### src/design/usb_in_data_packetizer_assert.svh
// Assertion macros for the USB IN data packetizer.
`ifndef USB_IN_DATA_PACKETIZER_ASSERT_SVH
`define USB_IN_DATA_PACKETIZER_ASSERT_SVH

`ifndef NO_ASSERTIONS

`define UIDP_ASSERT_IMPL(lbl, ant, cons) \
  lbl: assert property (@(posedge clk_i) disable iff (!rst_ni) (ant) |-> (cons)) \
    else $error("uidp assertion failed");

`define UIDP_ASSERT_NEXT(lbl, ant, cons) \
  lbl: assert property (@(posedge clk_i) disable iff (!rst_ni) (ant) |=> (cons)) \
    else $error("uidp assertion failed");

`else

`define UIDP_ASSERT_IMPL(lbl, ant, cons)

`define UIDP_ASSERT_NEXT(lbl, ant, cons)

`endif

`endif

### src/design/uidp_pkg.sv
// Package with types, constants and the CRC16 step of the USB IN data packetizer.
`default_nettype none

package uidp_pkg;

  localparam int MaxPacket = 8;
  localparam int PktW      = 4;
  localparam int CntW      = 16;
  localparam int EpW       = 4;
  localparam int MaxBeats  = 3;
  localparam int BeatIdxW  = 2;

  localparam logic [15:0] CrcPoly = 16'hA001;
  localparam logic [15:0] CrcInit = 16'hFFFF;

  typedef enum logic [1:0] {
    ReqStart     = 2'd0,
    ReqData      = 2'd1,
    ReqAck       = 2'd2,
    ReqToggleRst = 2'd3
  } req_e;

  typedef enum logic [1:0] {
    StOk         = 2'd0,
    StBusy       = 2'd1,
    StUnexpected = 2'd2
  } status_e;

  typedef struct packed {
    status_e    status;
    logic       byte_valid;
    logic [7:0] out_byte;
    logic       last;
  } beat_t;

  typedef struct packed {
    logic [BeatIdxW-1:0]        cnt;
    beat_t [MaxBeats-1:0]       beats;
    logic                       pid_data1;
    logic [EpW-1:0]             endpoint;
    logic                       transfer_done;
  } bundle_t;

  function automatic logic [15:0] crc16_byte(input logic [15:0] crc, input logic [7:0] data);
    logic [15:0] c;
    logic [7:0]  b;
    c = crc;
    b = data;
    for (int i = 0; i < 8; i++) begin
      if ((c[0] ^ b[0]) == 1'b1) begin
        c = (c >> 1) ^ CrcPoly;
      end else begin
        c = c >> 1;
      end
      b = b >> 1;
    end
    return c;
  endfunction

endpackage

`default_nettype wire

### src/design/uidp_engine.sv
// Input register, transfer state and per-beat packet logic.
`default_nettype none

module uidp_engine
  import uidp_pkg::*;
(
  input  wire logic           clk_i,
  input  wire logic           rst_ni,
  input  wire logic           in_valid_i,
  output      logic           in_ready_o,
  input  wire logic [1:0]     in_req_i,
  input  wire logic [EpW-1:0] in_ep_i,
  input  wire logic [CntW-1:0] in_tlen_i,
  input  wire logic [CntW-1:0] in_mlen_i,
  input  wire logic [7:0]     in_byte_i,
  output      logic           bundle_valid_o,
  input  wire logic           bundle_ready_i,
  output      bundle_t        bundle_o
);

  logic            in_valid_q;
  req_e            in_req_q;
  logic [EpW-1:0]  in_ep_q;
  logic [CntW-1:0] in_tlen_q, in_mlen_q;
  logic [7:0]      in_byte_q;

  logic [CntW-1:0] bytes_left_q, bytes_left_d;
  logic [CntW-1:0] max_left_q, max_left_d;
  logic            active_q, active_d;
  logic            pending_q, pending_d;
  logic            toggle_q, toggle_d;
  logic [EpW-1:0]  ep_q, ep_d;
  logic [PktW-1:0] size_q, size_d;
  logic [PktW-1:0] pos_q, pos_d;
  logic [15:0]     crc_q, crc_d;

  logic            fire;
  logic            prep;
  logic [15:0]     crc_nx;
  logic [PktW-1:0] sz;
  bundle_t         bnd;

  assign fire           = in_valid_q & bundle_ready_i;
  assign in_ready_o     = ~in_valid_q | bundle_ready_i;
  assign bundle_valid_o = in_valid_q;
  assign bundle_o       = bnd;

  always_comb begin
    bytes_left_d = bytes_left_q;
    max_left_d   = max_left_q;
    active_d     = active_q;
    pending_d    = pending_q;
    toggle_d     = toggle_q;
    ep_d         = ep_q;
    size_d       = size_q;
    pos_d        = pos_q;
    crc_d        = crc_q;
    prep         = 1'b0;
    crc_nx       = crc16_byte(crc_q, in_byte_q);
    sz           = PktW'(MaxPacket);
    bnd          = '0;
    bnd.cnt      = BeatIdxW'(1);

    case (in_req_q)
      ReqStart: begin
        if (active_q) begin
          bnd.beats[0].status = StBusy;
        end else begin
          ep_d         = in_ep_q;
          bytes_left_d = in_tlen_q;
          max_left_d   = in_mlen_q;
          active_d     = 1'b1;
          pending_d    = 1'b0;
          prep         = 1'b1;
        end
      end
      ReqData: begin
        if (active_q && pending_q && (pos_q < size_q)) begin
          crc_d                   = crc_nx;
          pos_d                   = pos_q + PktW'(1);
          bnd.beats[0].byte_valid = 1'b1;
          bnd.beats[0].out_byte   = in_byte_q;
          if (pos_d == size_q) begin
            bnd.cnt                 = BeatIdxW'(3);
            bnd.beats[1].byte_valid = 1'b1;
            bnd.beats[1].out_byte   = ~crc_nx[7:0];
            bnd.beats[2].byte_valid = 1'b1;
            bnd.beats[2].out_byte   = ~crc_nx[15:8];
            bnd.beats[2].last       = 1'b1;
          end
        end else begin
          bnd.beats[0].status = StUnexpected;
        end
      end
      ReqAck: begin
        if ((bytes_left_q < CntW'(MaxPacket)) || (max_left_q < CntW'(MaxPacket))) begin
          bytes_left_d = '0;
          max_left_d   = '0;
          active_d     = 1'b0;
        end else begin
          bytes_left_d = bytes_left_q - CntW'(MaxPacket);
          max_left_d   = max_left_q - CntW'(MaxPacket);
        end
        pending_d = 1'b0;
        prep      = 1'b1;
      end
      ReqToggleRst: begin
        toggle_d = 1'b0;
      end
      default: begin
        bnd.beats[0].status = StUnexpected;
      end
    endcase

    if (prep && active_d && !pending_d) begin
      toggle_d = ~toggle_q;
      pos_d    = '0;
      crc_d    = CrcInit;
      if ((bytes_left_d == '0) || (max_left_d == '0)) begin
        if (ep_d != '0) begin
          active_d = 1'b0;
        end else begin
          pending_d               = 1'b1;
          size_d                  = '0;
          bnd.cnt                 = BeatIdxW'(2);
          bnd.beats[0].byte_valid = 1'b1;
          bnd.beats[1].byte_valid = 1'b1;
          bnd.beats[1].last       = 1'b1;
        end
      end else begin
        if (bytes_left_d < CntW'(sz)) begin
          sz = bytes_left_d[PktW-1:0];
        end
        if (max_left_d < CntW'(sz)) begin
          sz = max_left_d[PktW-1:0];
        end
        size_d    = sz;
        pending_d = 1'b1;
      end
    end

    bnd.pid_data1     = toggle_d;
    bnd.endpoint      = ep_d;
    bnd.transfer_done = ~active_d;
  end

  always_ff @(posedge clk_i or negedge rst_ni) begin
    if (!rst_ni) begin
      in_valid_q <= 1'b0;
    end else if (in_ready_o) begin
      in_valid_q <= in_valid_i;
    end
  end

  always_ff @(posedge clk_i) begin
    if (in_valid_i && in_ready_o) begin
      in_req_q  <= req_e'(in_req_i);
      in_ep_q   <= in_ep_i;
      in_tlen_q <= in_tlen_i;
      in_mlen_q <= in_mlen_i;
      in_byte_q <= in_byte_i;
    end
  end

  always_ff @(posedge clk_i or negedge rst_ni) begin
    if (!rst_ni) begin
      bytes_left_q <= '0;
      max_left_q   <= '0;
      active_q     <= 1'b0;
      pending_q    <= 1'b0;
      toggle_q     <= 1'b0;
      ep_q         <= '0;
      size_q       <= '0;
      pos_q        <= '0;
      crc_q        <= CrcInit;
    end else if (fire) begin
      bytes_left_q <= bytes_left_d;
      max_left_q   <= max_left_d;
      active_q     <= active_d;
      pending_q    <= pending_d;
      toggle_q     <= toggle_d;
      ep_q         <= ep_d;
      size_q       <= size_d;
      pos_q        <= pos_d;
      crc_q        <= crc_d;
    end
  end

endmodule

`default_nettype wire

### src/design/uidp_serializer.sv
// Result register that sends the one to three beats of an item in order.
`default_nettype none

module uidp_serializer
  import uidp_pkg::*;
(
  input  wire logic    clk_i,
  input  wire logic    rst_ni,
  input  wire logic    bundle_valid_i,
  output      logic    bundle_ready_o,
  input  wire bundle_t bundle_i,
  output      logic    out_valid_o,
  input  wire logic    out_ready_i,
  output      beat_t   out_beat_o,
  output      logic    out_pid_o,
  output      logic [EpW-1:0] out_ep_o,
  output      logic    out_done_o
);

  bundle_t             bundle_q;
  logic                valid_q;
  logic [BeatIdxW-1:0] idx_q;
  logic                last_beat;

  assign last_beat      = (idx_q == (bundle_q.cnt - BeatIdxW'(1)));
  assign bundle_ready_o = ~valid_q | (out_ready_i & last_beat);
  assign out_valid_o    = valid_q;
  assign out_beat_o     = bundle_q.beats[idx_q];
  assign out_pid_o      = bundle_q.pid_data1;
  assign out_ep_o       = bundle_q.endpoint;
  assign out_done_o     = bundle_q.transfer_done;

  always_ff @(posedge clk_i or negedge rst_ni) begin
    if (!rst_ni) begin
      valid_q <= 1'b0;
      idx_q   <= '0;
    end else if (bundle_valid_i && bundle_ready_o) begin
      valid_q <= 1'b1;
      idx_q   <= '0;
    end else if (valid_q && out_ready_i) begin
      if (last_beat) begin
        valid_q <= 1'b0;
      end else begin
        idx_q <= idx_q + BeatIdxW'(1);
      end
    end
  end

  always_ff @(posedge clk_i) begin
    if (bundle_valid_i && bundle_ready_o) begin
      bundle_q <= bundle_i;
    end
  end

endmodule

`default_nettype wire

### src/design/usb_in_data_packetizer.sv
// Top level of the USB IN data packetizer: stream ports, engine and beat serializer.
//
// Requests enter on the slave stream: tuser selects start, data byte, acknowledge or
// toggle reset; tdata carries endpoint, lengths and the payload byte. Each request
// yields one to three beats on the master stream: a status beat, a payload beat, or
// a payload beat followed by the inverted CRC16 low and high bytes (tlast on the
// high byte). A start on endpoint 0 with a zero count yields the two CRC beats.
// The first beat of a request is valid once the result register loads it from the
// input register, and can then be taken. Throughput: one request per cycle while
// each yields a single beat and the master side does not stall; a request with
// several beats holds the result register until all of its beats are taken, so
// the beat rate that the master side accepts sets the pace.
// Reset clears the transfer state, the data toggle and both stream stages; the CRC
// accumulator returns to all ones. When the receiver stalls, the result register
// holds its beat, the input register fills, and s_axis_tready drops until the
// pending beats drain.
`default_nettype none

module usb_in_data_packetizer
  import uidp_pkg::*;
(
  input  wire logic        clk_i,
  input  wire logic        rst_ni,
  input  wire logic        s_axis_tvalid,
  output      logic        s_axis_tready,
  // [3:0] endpoint, [19:4] transfer_length, [35:20] max_length, [43:36] data_byte
  input  wire logic [47:0] s_axis_tdata,
  // [1:0] req_type
  input  wire logic [1:0]  s_axis_tuser,
  output      logic        m_axis_tvalid,
  input  wire logic        m_axis_tready,
  // [7:0] out_byte, [8] pid_data1, [12:9] packet_endpoint, [13] transfer_done
  output      logic [15:0] m_axis_tdata,
  // [1:0] status, [2] byte_valid
  output      logic [2:0]  m_axis_tuser,
  output      logic        m_axis_tlast
);

  logic           bundle_valid;
  logic           bundle_ready;
  bundle_t        bundle;
  beat_t          beat;
  logic           pid;
  logic [EpW-1:0] ep;
  logic           done;

  uidp_engine u_engine (
    .clk_i          (clk_i),
    .rst_ni         (rst_ni),
    .in_valid_i     (s_axis_tvalid),
    .in_ready_o     (s_axis_tready),
    .in_req_i       (s_axis_tuser),
    .in_ep_i        (s_axis_tdata[3:0]),
    .in_tlen_i      (s_axis_tdata[19:4]),
    .in_mlen_i      (s_axis_tdata[35:20]),
    .in_byte_i      (s_axis_tdata[43:36]),
    .bundle_valid_o (bundle_valid),
    .bundle_ready_i (bundle_ready),
    .bundle_o       (bundle)
  );

  uidp_serializer u_serializer (
    .clk_i          (clk_i),
    .rst_ni         (rst_ni),
    .bundle_valid_i (bundle_valid),
    .bundle_ready_o (bundle_ready),
    .bundle_i       (bundle),
    .out_valid_o    (m_axis_tvalid),
    .out_ready_i    (m_axis_tready),
    .out_beat_o     (beat),
    .out_pid_o      (pid),
    .out_ep_o       (ep),
    .out_done_o     (done)
  );

  assign m_axis_tdata = {2'b00, done, ep, pid, beat.out_byte};
  assign m_axis_tuser = {beat.byte_valid, beat.status};
  assign m_axis_tlast = beat.last;

`include "usb_in_data_packetizer_assert.svh"

  `UIDP_ASSERT_IMPL(a_last_is_byte, m_axis_tvalid && m_axis_tlast, beat.byte_valid && (beat.status == StOk))
  `UIDP_ASSERT_IMPL(a_err_no_byte, m_axis_tvalid && (beat.status != StOk), !beat.byte_valid)
  `UIDP_ASSERT_IMPL(a_busy_active, m_axis_tvalid && (beat.status == StBusy), !done)
  `UIDP_ASSERT_NEXT(a_stall_holds_beat, m_axis_tvalid && !m_axis_tready, m_axis_tvalid && $stable(beat))

endmodule

`default_nettype wire
### config.mk
export PLATFORM = sky130hd
export DESIGN_NAME = usb_in_data_packetizer
export DESIGN_NICKNAME = d
export VERILOG_FILES = /design/src/design/uidp_pkg.sv /design/src/design/uidp_engine.sv /design/src/design/uidp_serializer.sv /design/src/design/usb_in_data_packetizer.sv
export VERILOG_INCLUDE_DIRS = /design/src /design/src/design
export SDC_FILE = /design/constraint.sdc
export NUM_CORES = 1
export LEC_CHECK = 0
export BUFFER_PORTS_ARGS = -buffer_cell sky130_fd_sc_hd__buf_2
export CORE_ASPECT_RATIO = 0.6
export CORE_MARGIN = 1
export CORE_UTILIZATION = 40
export CTS_CLUSTER_DIAMETER = 40
export CTS_CLUSTER_SIZE = 25
export DETAILED_ROUTE_END_ITERATION = 7
export PLACE_DENSITY = 0.59
export SLEW_MARGIN = 20
export SYNTH_ARGS = -nofsm -noshare
export SYNTH_HDL_FRONTEND = slang
export SYNTH_SLANG_ARGS = --single-unit
### constraint.sdc
create_clock -name clk_i -period 4.16 [get_ports clk_i]
set_input_delay 0.624 -clock clk_i [delete_from_list [all_inputs] [get_ports clk_i]]
set_output_delay 0.624 -clock clk_i [all_outputs]
set_load 0.01 [all_outputs]
Word level (Yosys, flattened, before mapping). Index checks and enable logic that the tools add are counted. Widths: inputs -> output; s select.

Register bits: 152. Output and inout port bits: 22. Word-level logic and storage cells: 171.

Add/sub/neg operators: 5. Order comparisons: 6. Eq/ne operators: 7. Mux-type cells: 72. Bitwise operators: 26. Reduce and logical (&&, ||, !) cells: 25.

Operator list (count): $mux 16 (15); $pmux 16 s2 (2); $lt 16x4->1 const B (3); $mux 9 (5); $mux 4 (11); $logic_not 16->1 (2); $sub 16x4->16 const B (2); $bmux 12 s2 (1); $not 2->3 (8); $mux 1 (22); $mux 2 (10); $lt 16x4->1 (1); $not 8->8 (2); $mux 12 (1); $mux 10 (1); $reduce_and 3->1 (3); $reduce_and 2->1 (4); $reduce_bool 2->1 (4); $xor 1x1->1 (8); $logic_and 1x1->1 (7); $pmux 1 s2 (3); $add 4x1->4 const B (1); $eq 2x2->1 const B (2); $eq 4x4->1 (1); 15 further kinds (22).

Logic depth before layout (Yosys ltp). Gate-level depths: netlist of the first run.

Depth in word-level cells: 23. Depth in mapped cells: 17. Mapped depth without buffers: 16.

Modules after synthesis. A second synthesis of the first run with hierarchy kept.

Cells, all modules: 795. Area, all modules: 8271.7 µm².

Modules (own cells, without submodules): uidp_engine (times used 1, cells an instance 674, area an instance 6371.1 µm², sequential area each 3002.9 µm²); uidp_serializer (times used 1, cells an instance 116, area an instance 1866.8 µm², sequential area each 1396.3 µm²); usb_in_data_packetizer (times used 1, cells an instance 5, area an instance 33.8 µm², sequential area each 0.0 µm²).

Least setup slack after synthesis of the first run. Ideal clock, no wire load.

Kind: register to register. Start: register u_engine.max_left_q[9]. End: register u_engine.size_q[3]. Setup time: 121 ps. Arrival time: 3877 ps. Setup slack: 162 ps. Cell stages (with the launch flop): 17. Cells stage by stage: dfrtp_1 > buf_6 > or4_4 > buf_6 > o41ai_4 > o32a_1 > o2bb2ai_1 > or4_4 > nor3_4 > nand2_1 > ha_1 > a21oi_1 > nor2b_1 > nor3_1 > and2_1 > o22ai_1 > a22o_1.

Longest elaborated chain between the ends: 11. Elaborated cells on any way between the ends: 24.

RTL lines: start: declaration (RTL line uidp_engine.sv:28) `logic [CntW-1:0] max_left_q, max_left_d;`; start signal: assignment (RTL line uidp_engine.sv:178) `max_left_q <= max_left_d;`; $lt 16x4->1 (RTL line uidp_engine.sv:96) `if ((bytes_left_q < CntW'(MaxPacket)) || (max_left_q < CntW'(MaxPacket))) begin`; $logic_or 1x1->1 (RTL line uidp_engine.sv:96); $mux 16 (RTL line uidp_engine.sv:96); $pmux 16 s2 (RTL line uidp_engine.sv:64) `case (in_req_q)`; $lt 16x4->1 (RTL line uidp_engine.sv:131) `if (bytes_left_d < CntW'(sz)) begin`; $mux 4 (RTL line uidp_engine.sv:131); $mux 4 (RTL line uidp_engine.sv:119) `if ((bytes_left_d == '0) || (max_left_d == '0)) begin`; $mux 4 (RTL line uidp_engine.sv:115) `if (prep && active_d && !pending_d) begin`; $lt 16x4->1 (RTL line uidp_engine.sv:134) `if (max_left_d < CntW'(sz)) begin`; $mux 4 (RTL line uidp_engine.sv:134); $mux 4 (RTL line uidp_engine.sv:119); end signal: assignment (RTL line uidp_engine.sv:183) `size_q <= size_d;`; end: declaration (RTL line uidp_engine.sv:33) `logic [PktW-1:0] size_q, size_d;`.

Parallel ways exist; a longest one is shown, timed or not. The select of a mux whose other input is x is not followed. A chain may end at the register's enable or synchronous reset.

Final worst setup path of the first run.
Start: register u_engine.max_left_q[3]. End: register u_engine.size_q[1].

The elaborated chain is that of the path after synthesis.

==> results of run 1 <==
[cell families (layout without fill, tap and decap cells)]
family,after synthesis,in the layout
DFF,150,150
buffers and inverters,81,184
other,1,2
muxes,24,24
and+or+nand+nor,251,251
adders and majority gates,10,10
AOI/OAI and AO/OA,182,182
xor gates and xnor gates,34,34
[layer usage]
metal | vias up | wire length [um]
met5 | - | 0
met3 | 31 | 1800
li1 | 2853 | -
met1 | 2894 | 10300
met2 | 256 | 7950
met4 | 0 | 320
[cells in the mapped netlist, types with 12 or more instances]
master,instances
clkbuf_1,32
inv_1,29
mux2i_1,20
nand2_1,79
nor2_1,45
edfxtp_1,83
a22o_1,12
nor3_1,30
nand3_1,12
and2_1,12
a21oi_1,32
nor2b_1,16
o21ai_0,71
dfstp_2,16
xnor2_1,27
dfrtp_1,51
[path summary, 6_finish.rpt]
| kind | from | endpoint | slack (ns) | cells past startpoint |
|---|---|---|---|---|
| min in group clk_i | s_axis_tdata[25] | u_engine.in_mlen_q[5] | 0.36 | 1 |
| setup / recovery | u_engine.max_left_q[3] | u_engine.size_q[1] | 0.15 | 14 |
| max in group asynchronous | rst_ni | u_engine.bytes_left_q[7] | 2.95 | 2 |
| hold / removal | rst_ni | u_engine.max_left_q[7] | 0.14 | 1 |
| setup reg to reg | u_engine.max_left_q[3] | u_engine.size_q[1] | 0.15 | 14 |
| hold reg to reg | u_engine.pending_q | u_engine.pending_q | 0.47 | 2 |
[power groups by stage]
stage | sequential (mW) | combinational, mW | clock [mW]
final | 2.44 | 2.90 | 1.54
after global routing | 2.50 | 3.19 | 1.64
after CTS | 2.43 | 2.85 | 1.57
after detailed placement | 2.46 | 2.83 | 0
after global placement | 2.44 | 2.79 | 0
after floorplan | 2.38 | 1.96 | 0
[what timing repair did]
item,CTS,global route
hold buffers,0,0
gates resized for setup,0,9
endpoints found under the setup margin,0,4
[final cells by class]
| class | instances | area, um2 | area share (%) |
|---|---|---|---|
| Sequential cell | 150 | 4190 | 45.8 |
| Clock inverter | 14 | 151 | 1.65 |
| Multi-Input combinational cell | 503 | 3210 | 35.1 |
| Inverter | 31 | 116 | 1.27 |
| Timing Repair Buffer | 121 | 752 | 8.22 |
| Tap cell | 240 | 300 | 3.28 |
| Clock buffer | 18 | 429 | 4.69 |
[stage by stage]
| stage | setup slack, ns | instances | instance area [um2] | setup TNS, ns |
|---|---|---|---|---|
| global placement | 0.148 | 1045 | 8520 | 0 |
| global route | -0.00459 | 1077 | 9150 | -0.00459 |
| floorplan | 0.162 | 734 | 7700 | 0 |
| finish | 0.153 | 1077 | 9150 | 0 |
| detailed placement | 0.0994 | 1045 | 8520 | 0 |
| CTS | 0.102 | 1077 | 9100 | 0 |
[state kept, by name, summed over array words and instances, names as in the netlist, 8 cells and up]
register,flops
u_serializer.bundle_q,31
u_engine.bytes_left_q,16
u_engine.crc_q,16
u_engine.in_mlen_q,16
u_engine.in_tlen_q,16
u_engine.max_left_q,16
u_engine.in_byte_q,8
==> flow_metrics.py, run 1 <==
metrics = {
    "status": {
        "status": "complete, no violations",
    },
    "logic_synthesis": {
        "async_flop_share_pct": 44.7,
        "synth_edf_count": 83,
        "synth_compound_area_share_pct": 15.6,
        "yosys-mux-area-fraction_pct": 3.19,
        "syn_avg_cell_area_um2": 10.5,
        "synth_cells": 733,
        "syn_area_mm2": 0.00769,
        "synthTopCellsByArea": "edfxtp_1 (32%), dfrtp_1 (17%), dfstp_2 (5.5%)",
        "yosys.area.top_type": "edfxtp_1",
        "seq_area_frac_synth_pct": 54.4,
        "synth_top_family_by_area": "simple AND/OR/NAND/NOR gates",
        "yosys.area_share.simple_pct": 16.7,
        "synthXorXnorAreaFrac_pct": 3.87,
        "ys_types": 74,
        "yosys.area.top_type_share_pct": 32.4,
        "synth_adder_area_share_pct": 1.63,
        "yosysWarnings": 0,
        "synth_seq_cells": 150,
        "synth_flop_cell": "edfxtp_1",
    },
    "sta": {
        "skew_ns": 0.0114,
        "period_share_pct": 96.3,
        "period_needed_ns": 4.01,
        "setup_viol_count_final": 0,
        "fmax_mhz": 250,
        "max_slew_margin_pct": 53.1,
        "finalMaxSlewViolations": 0,
        "whs_ns": 0.135,
        "hold_viol": 0,
        "tightest_slew_ns": 0.702,
    },
    "cts": {
        "clk-insertion-delay-late_ns": 0.44,
        "post_cts_buffers": 0,
        "clock-sinks": 150,
        "cts_buffer_depth": 2,
        "path_clk_slew_ns": 0.07,
        "cts_root_buf": "clkbuf_16",
        "numCtsBuffers": 17,
        "cts_max_level": 4,
        "cts_tree": "built",
    },
    "power": {
        "power_switching_mw": 2.69,
        "irDropWorstVdd_v": 0.000339,
        "swShare_pct": 39.0,
        "power_density_mw_per_mm2": 752,
        "power_frac_seq_pct": 35.5,
        "intPower_mw": 4.20,
        "total_power_mw": 6.89,
        "cellLeakagePower_nw": 3.63,
        "pwr-share-clk_pct": 22.4,
        "combPwrFrac_pct": 42.1,
    },
    "grt": {
        "overflow": 0,
        "met3_usage_pct": 5.03,
        "grt_first_pass_wirelength_um": 32600,
        "grt_max_degree": 48,
        "grt-busiest-layer": "met1",
        "met1_usage_pct": 34.3,
        "antenna_found_initial": 0,
        "first_global_vias": 5849,
        "use_met2_pct": 29.0,
        "grt_usage_pct": 22.0,
    },
    "cells_and_area": {
        "final_core_util_pct": 49.6,
        "final_cell_mix": "edfxtp_1 (83), nand2_1 (79), o21ai_0 (71)",
        "area_delta_synth_final_pct": 18.9,
        "nets": 888,
        "diodes": 0,
        "final_common_cell": "edfxtp_1",
        "drive_gt1_share_pct": 23.4,
        "num-fill-cells": 1687,
    },
    "job": {
        "cap_violations": 0,
    },
    "routing": {
        "wl_per_cell_um": 18.9,
        "drc": 0,
        "antenna_left": 0,
        "wirelength_um": 20400,
        "vias_per_cell": 5.60,
        "vias": 6034,
        "first_pass_iters": 5,
        "drt-initial-drc-count": 716,
    },
    "critical_path": {
        "cp.required_ns": 4.52,
        "crit_arrival_ns": 4.36,
        "worstSetupPathType": "register to register",
        "critPathSlowestCell": "or4_1",
        "slowest_delay_ns": 0.67,
        "endpoint_kind": "register",
        "crit_buf_inv": 1,
        "crit_path_frequent_cell": "o21ai_0",
        "cp_top_family": "simple AND/OR/NAND/NOR gates",
        "path_max_fanout": 7,
        "cp-start-kind": "register",
        "cp_cell_sequence": "or4_1, o41ai_4, buf_6, o21ai_0, o2bb2ai_1, or4_4, nor3_4, nand2_1, ha_1, and3_1, o21ai_0, nand3_1, mux2_2, a2bb2oi_1",
    },
    "placement": {
        "portBuffers": 69,
        "gp_congestion": 0.911,
        "dp_hpwl_um": 14400,
    },
    "die": {
        "initial_core_util_pct": 41.7,
        "core_mm2": 0.0184,
        "die-area_mm2": 0.0198,
        "std_cell_rows": 38,
        "die_w_um": 181,
        "die_y_um": 109,
        "top_level_ports": 76,
    },
    "hold_path": {
        "holdCritPathClass": "input port to async pin",
    },
}
Power figures use the tool's default switching activity.
==> run 2: changes to the inputs <==
--- a/config.mk
+++ b/config.mk
@@ -17,4 +17,5 @@
 export SLEW_MARGIN = 20
 export SYNTH_ARGS = -nofsm -noshare
 export SYNTH_HDL_FRONTEND = slang
+export SYNTH_HIERARCHICAL = 1
 export SYNTH_SLANG_ARGS = --single-unit
==> run 2 against run 1 <==
Via count grew 3.2%. Clock power is essentially flat. Clock skew grew 0.0070 ns. Sequential share of layout area grew 0.20 points. Flip-flop and latch count grew 7. Non-clock buffer count shrank 11. Synthesized cell count grew 8.5%. Die area grew 7.4%. Critical path type unchanged.
==> flow_metrics.py, run 2 <==
metrics = {
    "status": {
        "status": "complete, no violations",
    },
    "grt": {
        "grt_max_degree": 51,
        "overflow": 0,
        "grt_first_pass_wirelength_um": 33000,
        "first_global_vias": 5851,
        "antenna_found_initial": 0,
        "grt_usage_pct": 20.3,
    },
    "power": {
        "cellLeakagePower_nw": 3.86,
        "irDropWorstVdd_v": 0.000368,
        "power_density_mw_per_mm2": 812,
        "total_power_mw": 7.77,
    },
    "logic_synthesis": {
        "synth_seq_cells": 157,
        "synth_cells": 795,
        "yosys.area.top_type": "edfxtp_1",
        "yosys-mux-area-fraction_pct": 3.06,
        "syn_avg_cell_area_um2": 10.4,
        "synth_edf_count": 90,
        "synthXorXnorAreaFrac_pct": 3.37,
        "seq_area_frac_synth_pct": 53.2,
        "yosys.area_share.simple_pct": 16.4,
        "synth_top_family_by_area": "compound AO/OA/AOI/OAI gates",
        "synth_flop_cell": "edfxtp_1",
        "synth_adder_area_share_pct": 1.51,
        "yosys.area.top_type_share_pct": 32.7,
        "synthTopCellsByArea": "edfxtp_1 (33%), dfrtp_1 (15%), dfstp_2 (5.1%)",
        "ys_types": 88,
        "yosysWarnings": 6,
        "synth_most_common_cell": "nand2_1",
        "synthTopCellsByCount": "nand2_1 (96), edfxtp_1 (90), nor2_1 (86)",
        "synth_compound_area_share_pct": 17.1,
        "async_flop_share_pct": 42.7,
        "syn_area_mm2": 0.00827,
    },
    "cells_and_area": {
        "final_common_cell": "nand2_1",
        "final_cell_mix": "nand2_1 (96), edfxtp_1 (90), nor2_1 (86)",
        "diodes": 0,
        "fin_area_mm2": 0.00957,
        "largest-register": "u_serializer/bundle_q",
        "area_delta_synth_final_pct": 15.7,
        "num-fill-cells": 1895,
        "drive_gt1_share_pct": 22.0,
        "largest_register_ffs": 38,
        "final_core_util_pct": 47.6,
        "nets": 927,
    },
    "routing": {
        "vias_per_cell": 5.42,
        "wl_met1_um": 11500,
        "topRoutingLayerUsed": "met4",
        "drc": 0,
        "wirelength_um": 20600,
        "wl_per_cell_um": 17.9,
        "met3_length_um": 1340,
        "drt-initial-drc-count": 533,
        "vias": 6228,
        "first_pass_iters": 5,
        "antenna_left": 0,
        "route.met2.wl_um": 7590,
    },
    "placement": {
        "dp_hpwl_um": 14500,
        "dpl-instance-area_mm2": 0.00894,
        "portBuffers": 69,
        "gp_congestion": 0.926,
        "place_ws_ns": 0.132,
    },
    "cts": {
        "clk-insertion-delay-late_ns": 0.43,
        "numCtsBuffers": 17,
        "cts_buffer_depth": 2,
        "clock-sinks": 157,
        "path_clk_slew_ns": 0.07,
        "cts_root_buf": "clkbuf_16",
        "cts_tree": "built",
        "cts_max_level": 4,
    },
    "sta": {
        "skew_ns": 0.0184,
        "setup_viol_count_final": 0,
        "fmax_mhz": 246,
        "finalMaxSlewViolations": 0,
        "period_needed_ns": 4.06,
        "hold_viol": 0,
        "fin_tns_setup_ns": 0,
        "period_share_pct": 97.6,
        "tightest_slew_ns": 0.966,
        "max_slew_margin_pct": 35.4,
        "fin_ws_ns": 0.101,
    },
    "critical_path": {
        "cp-endpoint": "u_engine/size_q[3]",
        "cp_top_family": "simple AND/OR/NAND/NOR gates",
        "cp.required_ns": 4.44,
        "reg2reg_slack_ns": 0.10,
        "path_depth": 14,
        "endpoint_kind": "register",
        "worstSetupPathType": "register to register",
        "cp-start-kind": "register",
        "cp_cell_sequence": "or4_1, nor3_1, buf_4, a21oi_1, a222oi_1, nand4b_1, nor3_4, nand2_1, ha_1, a21o_1, a211oi_2, and2_4, nor3b_1, o32ai_1",
        "crit_arrival_ns": 4.34,
        "path_max_fanout": 9,
        "reg2reg_from": "u_engine/max_left_q[10]",
        "crit_buf_inv": 1,
        "slowest_delay_ns": 0.57,
        "reg2reg_to": "u_engine/size_q[3]",
        "critPathSlowestCell": "or4_1",
        "reg2reg_depth": 14,
        "critPathLaunch": "u_engine/max_left_q[10]",
    },
    "die": {
        "std_cell_rows": 40,
        "initial_core_util_pct": 41.1,
        "top_level_ports": 76,
        "die_w_um": 188,
        "die-area_mm2": 0.0213,
        "die_y_um": 113,
        "core_mm2": 0.0201,
    },
    "hold_path": {
        "holdCritPathClass": "input port to async pin",
    },
    "job": {
        "cap_violations": 0,
    },
}
[run 2: cell count changes after synthesis, sizes merged, moves of 10 or more]
cell,before,now
buf,18,32
nand2,79,96
nor3,32,9
o21ai,72,61
nor2b,16,6
nor2,45,86
[run 2: layout make-up]
class | instances | area, um2 | share of cell area [%]
Multi-Input combinational cell | 554 | 3500 | 36.6
Timing Repair Buffer | 110 | 653 | 6.83
Clock buffer | 18 | 429 | 4.49
Sequential cell | 157 | 4400 | 46.0
Inverter | 23 | 86.3 | 0.902
Clock inverter | 14 | 159 | 1.66
Tap cell | 273 | 342 | 3.57
[run 2: per-layer routing]
metal | track usage, % | up-vias
met1 | 33.6 | 2984
li1 | - | 3021
met5 | 0 | -
met4 | 4.77 | 0
met2 | 25.6 | 208
met3 | 4.77 | 15
[run 2: report_power, final]
part	total (mW)	switching, mW	internal (mW)	leakage, nW
clock network	1.56	0.667	0.896	0.288
logic	3.52	2.15	1.37	1.92
registers	2.69	0.405	2.28	1.66
total	7.77	3.22	4.55	3.86
[run 2: kinds of logic (layout without fill, tap and decap cells)]
logic type,Yosys count,count (layout)
and+or+nand+nor,276,276
AOI/OAI and AO/OA,205,205
DFF,157,157
buffers and inverters,89,165
xor gates and xnor gates,31,31
muxes,25,25
adders and majority gates,10,10
other,2,7
[run 2: worst register-to-register path, cell delays in order (launching register included)]
cell and delay, ns:
dfrtp_1 0.47, or4_1 0.57, nor3_1 0.18, buf_4 0.19, a21oi_1 0.12, a222oi_1 0.39, nand4b_1 0.31, nor3_4 0.26
nand2_1 0.11, ha_1 0.31, a21o_1 0.18, a211oi_2 0.27, and2_4 0.22, nor3b_1 0.22, o32ai_1 0.11
[run 2: how the worst min path moves through the flow]
stage          depth (start not counted)  slack [ns]                from                      to
6_report                               1        0.14              rst_ni  u_engine/max_left_q[6]
5_1_grt                                1        0.16              rst_ni  u_engine/max_left_q[6]
4_1_cts                                1        0.14              rst_ni  u_engine/max_left_q[6]
3_5_place_dp                           2        0.47    u_engine/ep_q[3]        u_engine/ep_q[3]
3_3_place_gp                           1        0.46  u_engine/pending_q      u_engine/pending_q
2_1_floorplan                          0        0.33              rst_ni       u_engine/active_q
[run 2: timing repair]
item | in CTS | in global routing
setup endpoints to repair | 0 | 4
hold buffers | 0 | 0
setup buffers | 0 | 1
resized for setup | 0 | 5
hold endpoints to repair | 0 | 0
[run 2: per-stage QoR]
stage               instances  hold slack (ns)
floorplan                 800            0.328
global placement         1116            0.458
detailed placement       1116            0.472
CTS                      1148            0.140
global route             1149            0.157
finish                   1149            0.137
